## config.mk

```make
export PLATFORM = sky130hd
export DESIGN_NAME = itsc_cell
export DESIGN_NICKNAME = d
export VERILOG_FILES = /design/src/hdl/itsc_pkg.sv /design/src/hdl/itsc_cell.sv
export SDC_FILE = /design/constraint.sdc
export NUM_CORES = 1
export LEC_CHECK = 0
export BUFFER_PORTS_ARGS = -buffer_cell sky130_fd_sc_hd__buf_2
export CAP_MARGIN = 30
export CORE_ASPECT_RATIO = 1.25
export CORE_MARGIN = 1
export CORE_UTILIZATION = 38
export DETAILED_ROUTE_END_ITERATION = 10
export PLACE_DENSITY = 0.82
export RECOVER_POWER = 50
export SLEW_MARGIN = 20
export SYNTH_ARGS = -nofsm -noshare
export SYNTH_HDL_FRONTEND = slang
export SYNTH_SLANG_ARGS = --single-unit
```

## constraint.sdc

```tcl
create_clock -name clk -period 2.7 [get_ports clk]
set_input_delay 0.135 -clock clk [delete_from_list [all_inputs] [get_ports clk]]
set_output_delay 0.135 -clock clk [all_outputs]
set_load 0.02 [all_outputs]
```

## src/hdl/itsc_pkg.sv

```systemverilog
// Shared constants and types for the itemset support counter.
package itsc_pkg;

  // Default store depth and item mask width.
  localparam int DEF_MAX_TXNS  = 4096;
  localparam int DEF_ITEM_BITS = 64;

  // Fixed port widths.
  localparam int KIND_W     = 2;
  localparam int MASK_W     = 64;
  localparam int OUT_CNT_W  = 13;

  // Item mask bits checked by one match cell.
  localparam int CELL_SLICE_W = 8;

  // Item kinds.
  localparam logic [KIND_W-1:0] KIND_CLEAR = 2'd0;
  localparam logic [KIND_W-1:0] KIND_ADD   = 2'd1;
  localparam logic [KIND_W-1:0] KIND_QUERY = 2'd2;

  // Status codes.
  localparam logic STATUS_OK   = 1'b0;
  localparam logic STATUS_FULL = 1'b1;

  // Control handed from one match cell to the next.
  typedef struct packed {
    logic valid;
    logic match;
  } cell_link_t;

endpackage

```

## src/hdl/itsc_cell.sv

```systemverilog
// One match cell: checks one slice of a stored transaction against the query.
module itsc_cell import itsc_pkg::*; #(
  parameter int WORD_W  = 64,
  parameter int SLICE_W = CELL_SLICE_W
) (
  input  logic               clk,
  input  logic               rst_n,
  input  logic               load,
  input  logic [SLICE_W-1:0] need_i,
  input  cell_link_t         link_i,
  input  logic [WORD_W-1:0]  word_i,
  output cell_link_t         link_o,
  output logic [WORD_W-1:0]  word_o
);

  logic [SLICE_W-1:0] need_r;
  cell_link_t         link_r, link_nxt;
  logic [WORD_W-1:0]  word_r, word_nxt;

  // The cell's slice of the query is loaded when a query starts.
  always_ff @(posedge clk) begin
    if (load) begin
      need_r <= need_i;
    end
  end

  // A word matches so far if every earlier slice and this slice cover the query.
  always_comb begin
    link_nxt.valid = link_i.valid;
    link_nxt.match = link_i.match && ((word_i[SLICE_W-1:0] & need_r) == need_r);
    word_nxt       = word_i >> SLICE_W;
  end

  always_ff @(posedge clk) begin
    if (!rst_n) begin
      link_r <= '0;
    end else begin
      link_r <= link_nxt;
    end
  end

  // The remaining slices move on to the next cell.
  always_ff @(posedge clk) begin
    word_r <= word_nxt;
  end

  assign link_o = link_r;
  assign word_o = word_r;

endmodule

```

* Word level (Yosys, flattened, before mapping) *
Index checks and enable logic that the tools add are counted.

word-level totals
  flip-flop bits (word level) = 66
  output and inout bits = 66
  bits of input ports = 77
  word-level logic and storage cells = 7

cells by class
  bitwise gates (word level) = 1
  equality and inequality tests = 1
  reductions and logical operators = 1

operators by type and width
  kind               number
  $and 8x8->8        1
  $eq 8x8->1         1
  $logic_and 1x1->1  1

* Depth between registers and ports, before layout *
  depth in word-level cells = 3
  gate-level depth with buffers = 3
  gate-level depth less buffers = 3

* Least setup slack after synthesis *
OpenSTA, ideal clock, no wires.

  path kind = flip-flop to flip-flop
  start point = register need_r[2]
  end point = register link_r, in the netlist link_o[0]
  setup time = 0.100 ns
  path slack = 1.808 ns
  clock period less this slack = 0.892 ns
  data required time = 2.600 ns
  stages on the path, launching flop included = 4
  buffers on the path = 0
  data arrival time = 0.792 ns
  cells stage by stage = edfxtp_1 -> clkinv_1 -> o211ai_2 -> a2111oi_4

between the ends
  cells in the longest elaborated chain, start to end = 3

ends and longest elaborated chain
  element                 line             text
  start, declared         itsc_cell.sv:16  logic [SLICE_W-1:0] need_r;
  start signal, assigned  itsc_cell.sv:23  need_r <= need_i;
  $and 8x8->8             itsc_cell.sv:30  link_nxt.match = link_i.match && ((word_i[SLICE_W-1:0] & need_r) == need_r);
  $eq 8x8->1 *            itsc_cell.sv:30
  $logic_and 1x1->1 *     itsc_cell.sv:30
  end signal, assigned    itsc_cell.sv:38  link_r <= link_nxt;
  end, declared           itsc_cell.sv:17  cell_link_t link_r, link_nxt;

Every way passes the cells marked *; elsewhere a longest branch is shown, timed or not.
A chain may end at the register's enable or synchronous reset.

* Final worst setup path *
  start point = register word_r[30] (netlist: word_o[30])
  end point = output port word_o[30]

RTL lines
  element                 line             text
  start, declared         itsc_cell.sv:18  logic [WORD_W-1:0] word_r, word_nxt;
  start signal, assigned  itsc_cell.sv:44  word_r <= word_nxt;
  end, declared           itsc_cell.sv:13  output logic [WORD_W-1:0] word_o

No word-level cell between the ends.

==> impl_metrics.env <==
export IMPL_cts_root_buffer="clkbuf_8"
export IMPL_r2r_start="need_r[2]"
export IMPL_hpwl_mm=2.76
export IMPL_synth_seq_cells=66
export IMPL_critPathMaxStageDelay_ns=0.36
export IMPL_min_period_ns=1.01
export IMPL_hold_viol_final=0
export IMPL_path_class="flip-flop to output port"
export IMPL_ioPinCount=143
export IMPL_place_inst=275
export IMPL_p_int_mw=1.54
export IMPL_crit_buf_inv=1
export IMPL_worstPathArrival_ns=0.87
export IMPL_vias=1424
export IMPL_ctsResizeCount=0
export IMPL_seq_area_frac_synth=0.892
export IMPL_irDropWorstVdd_mv=0.585
export IMPL_cp_max_fo=1
export IMPL_tns_ns=0
export IMPL_first_pass_iters=4
export IMPL_yosysTopAreaCell="dfxtp_1"
export IMPL_yosys_most_used_dff="dfxtp_1"
export IMPL_drt_iter0_drc=18
export IMPL_synth_top_area_share=0.739
export IMPL_grt_overflow=0
export IMPL_seqPwrFrac=0.522
export IMPL_grt_pass1_wl_mm=6.97
export IMPL_finalSetupViolCount=0
export IMPL_cp_top_family="flip-flops"
export IMPL_htreeDepth=3
export IMPL_yosysMostFrequentCell="dfxtp_1"
export IMPL_ys_warn_count=0
export IMPL_ys_types=12
export IMPL_fmax_mhz=991
export IMPL_cellPowerDensity_nw_per_um2=659
export IMPL_post_drt_wl_per_cell_um=14.0
export IMPL_drc=0
export IMPL_port_buffers=134
export IMPL_path_cells="buf_2"
export IMPL_die_area_sq_um=4390
export IMPL_min_delay_start="rst_n"
export IMPL_wl_mm=4.97
export IMPL_startpoint="word_o[30]"
export IMPL_fin_crit_sh=0.374
export IMPL_layout_cells_non_filler=356
export IMPL_cellLeakagePower_nw=1.52
export IMPL_whs_ns=0.0380
export IMPL_post_synth_cell_area_avg_sq_um=17.8
export IMPL_cts_sinks=66
export IMPL_syn_to_final_growth_pct=96.9
export IMPL_dp_slack_ns=1.76
export IMPL_required_ns=2.57
export IMPL_tritoncts="yes"
export IMPL_slowest_stage="dfxtp_1"
export IMPL_final_cell_area_sq_um=3090
export IMPL_p_switching_mw=0.501
export IMPL_finalWorstSetupSlack_ns=1.69
export IMPL_via_per_inst=4.00
export IMPL_core_area_sq_um=3880
export IMPL_cp_start_kind="flip-flop"
export IMPL_place_gp_congestion=0.696
export IMPL_clockBufferDepth=2
export IMPL_hp_class="primary input to flip-flop"
export IMPL_layout_nets=374
export IMPL_start_util=0.405
export IMPL_clock_skew_ns=0.00380
export IMPL_placedInstanceArea_sq_um=2270
export IMPL_die_w_um=59.5
export IMPL_p_clk_frac=0.350
export IMPL_slew_violations=0
export IMPL_synth_area_leaders="dfxtp_1, edfxtp_1, buf_4"
export IMPL_synth_edf_count=8
export IMPL_antenna_found_initial=0
export IMPL_yosys_top_cells_count="dfxtp_1, buf_4, edfxtp_1, inv_1, nand2b_1"
export IMPL_combPwrFrac=0.128
export IMPL_cts_buffers=9
export IMPL_async_flop_share=0
export IMPL_antenna_left=0
export IMPL_syn_cell_area_sq_um=1570
export IMPL_fillers=249
export IMPL_clkLatencyLatePin_ns=0.33
export IMPL_diodes=0
export IMPL_status="finished clean"
export IMPL_grt_pass1_vias=1552
export IMPL_rows=25
export IMPL_syn_inst=88
export IMPL_dieHeight_um=73.9
export IMPL_drive_above_1_share=0.493
export IMPL_switching_share=0.246
export IMPL_grtUsageTotal=0.238
export IMPL_grt_max_degree=12
export IMPL_rsz0062_at_grt="no"
export IMPL_cts_clk_slew_worst_paths_ns=0.07
export IMPL_drv_cap=0
export IMPL_end_kind="output port"
==> power groups by stage <==
stage / Sequential, mW / Clock (mW) / Combinational (mW)
2_1_floorplan: 1.14 / 0 / 0.0303
3_3_place_gp: 1.08 / 0 / 0.179
4_1_cts: 1.06 / 0.719 / 0.257
6_report: 1.06 / 0.714 / 0.261
3_5_place_dp: 1.08 / 0 / 0.183
5_1_grt: 1.07 / 0.772 / 0.277
==> path summary, 6_finish.rpt <==
check,slack [ns],depth (start not counted),endpoint
max reg2reg,1.77,3,link_o[0]
max,1.69,1,word_o[30]
min,0.04,2,link_o[1]
min reg2reg,0.49,1,link_o[0]
==> cell type report <==
| cell class | count | area (sq um) | share of cell area |
|---|---|---|---|
| clock buffer | 11 | 141 | 0.0457 |
| clock inverter | 5 | 28.8 | 0.00931 |
| inverter | 5 | 18.8 | 0.00607 |
| multi-input combinational | 16 | 116 | 0.0376 |
| sequential | 66 | 1400 | 0.453 |
| tap | 54 | 67.6 | 0.0219 |
| timing repair buffer | 199 | 1320 | 0.426 |
==> registers in the layout, summed over array words and instances (netlist names) <==
register	flops
link_o	2
need_r	8
word_o	56
==> cells by family after synthesis <==
group,synth area share
flip-flops,0.892
other,0.00239
AND/OR/NAND/NOR,0.0159
buffers and inverters,0.0502
AO/OA/AOI/OAI,0.0390
==> cell usage in the layout, fill, tap and decap left out <==
cell / synthesis / layout
buf_2: 0 / 129
dlygate4sd3_1: 0 / 65
dfxtp_1: 58 / 58
clkbuf_8: 0 / 10
conb_1: 1 / 8
edfxtp_1: 8 / 8
inv_1: 4 / 4
clkbuf_1: 0 / 4
nand2b_1: 3 / 3
clkinv_2: 0 / 3
clkbuf_2: 0 / 2
and2_1: 1 / 1
clkinv_1: 1 / 1
o211ai_2: 1 / 1
o22ai_1: 1 / 1
o2111ai_2: 1 / 1
a2111oi_4: 1 / 1
clkinvlp_4: 0 / 1
inv_4: 0 / 1
==> layer usage <==
layer | wire length (um) | track usage | vias up
met2 | 3000 | 0.468 | 83
met5 | 0 | 0 | -
met1 | 1510 | 0.187 | 651
li1 | - | - | 682
met3 | 367 | 0.100 | 8
met4 | 102 | 0.127 | 0
==> metrics by stage <==
step                      power (mW)   util
after floorplan                 1.17      -
final                           2.04  0.797
after global routing            2.12  0.797
after detailed placement        1.27  0.586
after CTS                       2.04  0.798
after global placement          1.26  0.586
==> what timing repair did <==
| item | CTS | global route |
|---|---|---|
| hold buffers | 65 | 0 |
| endpoints found under the hold margin | 65 | 0 |
| buffers inserted | 0 | 0 |
Note: power is estimated with default switching activity, not from simulation.
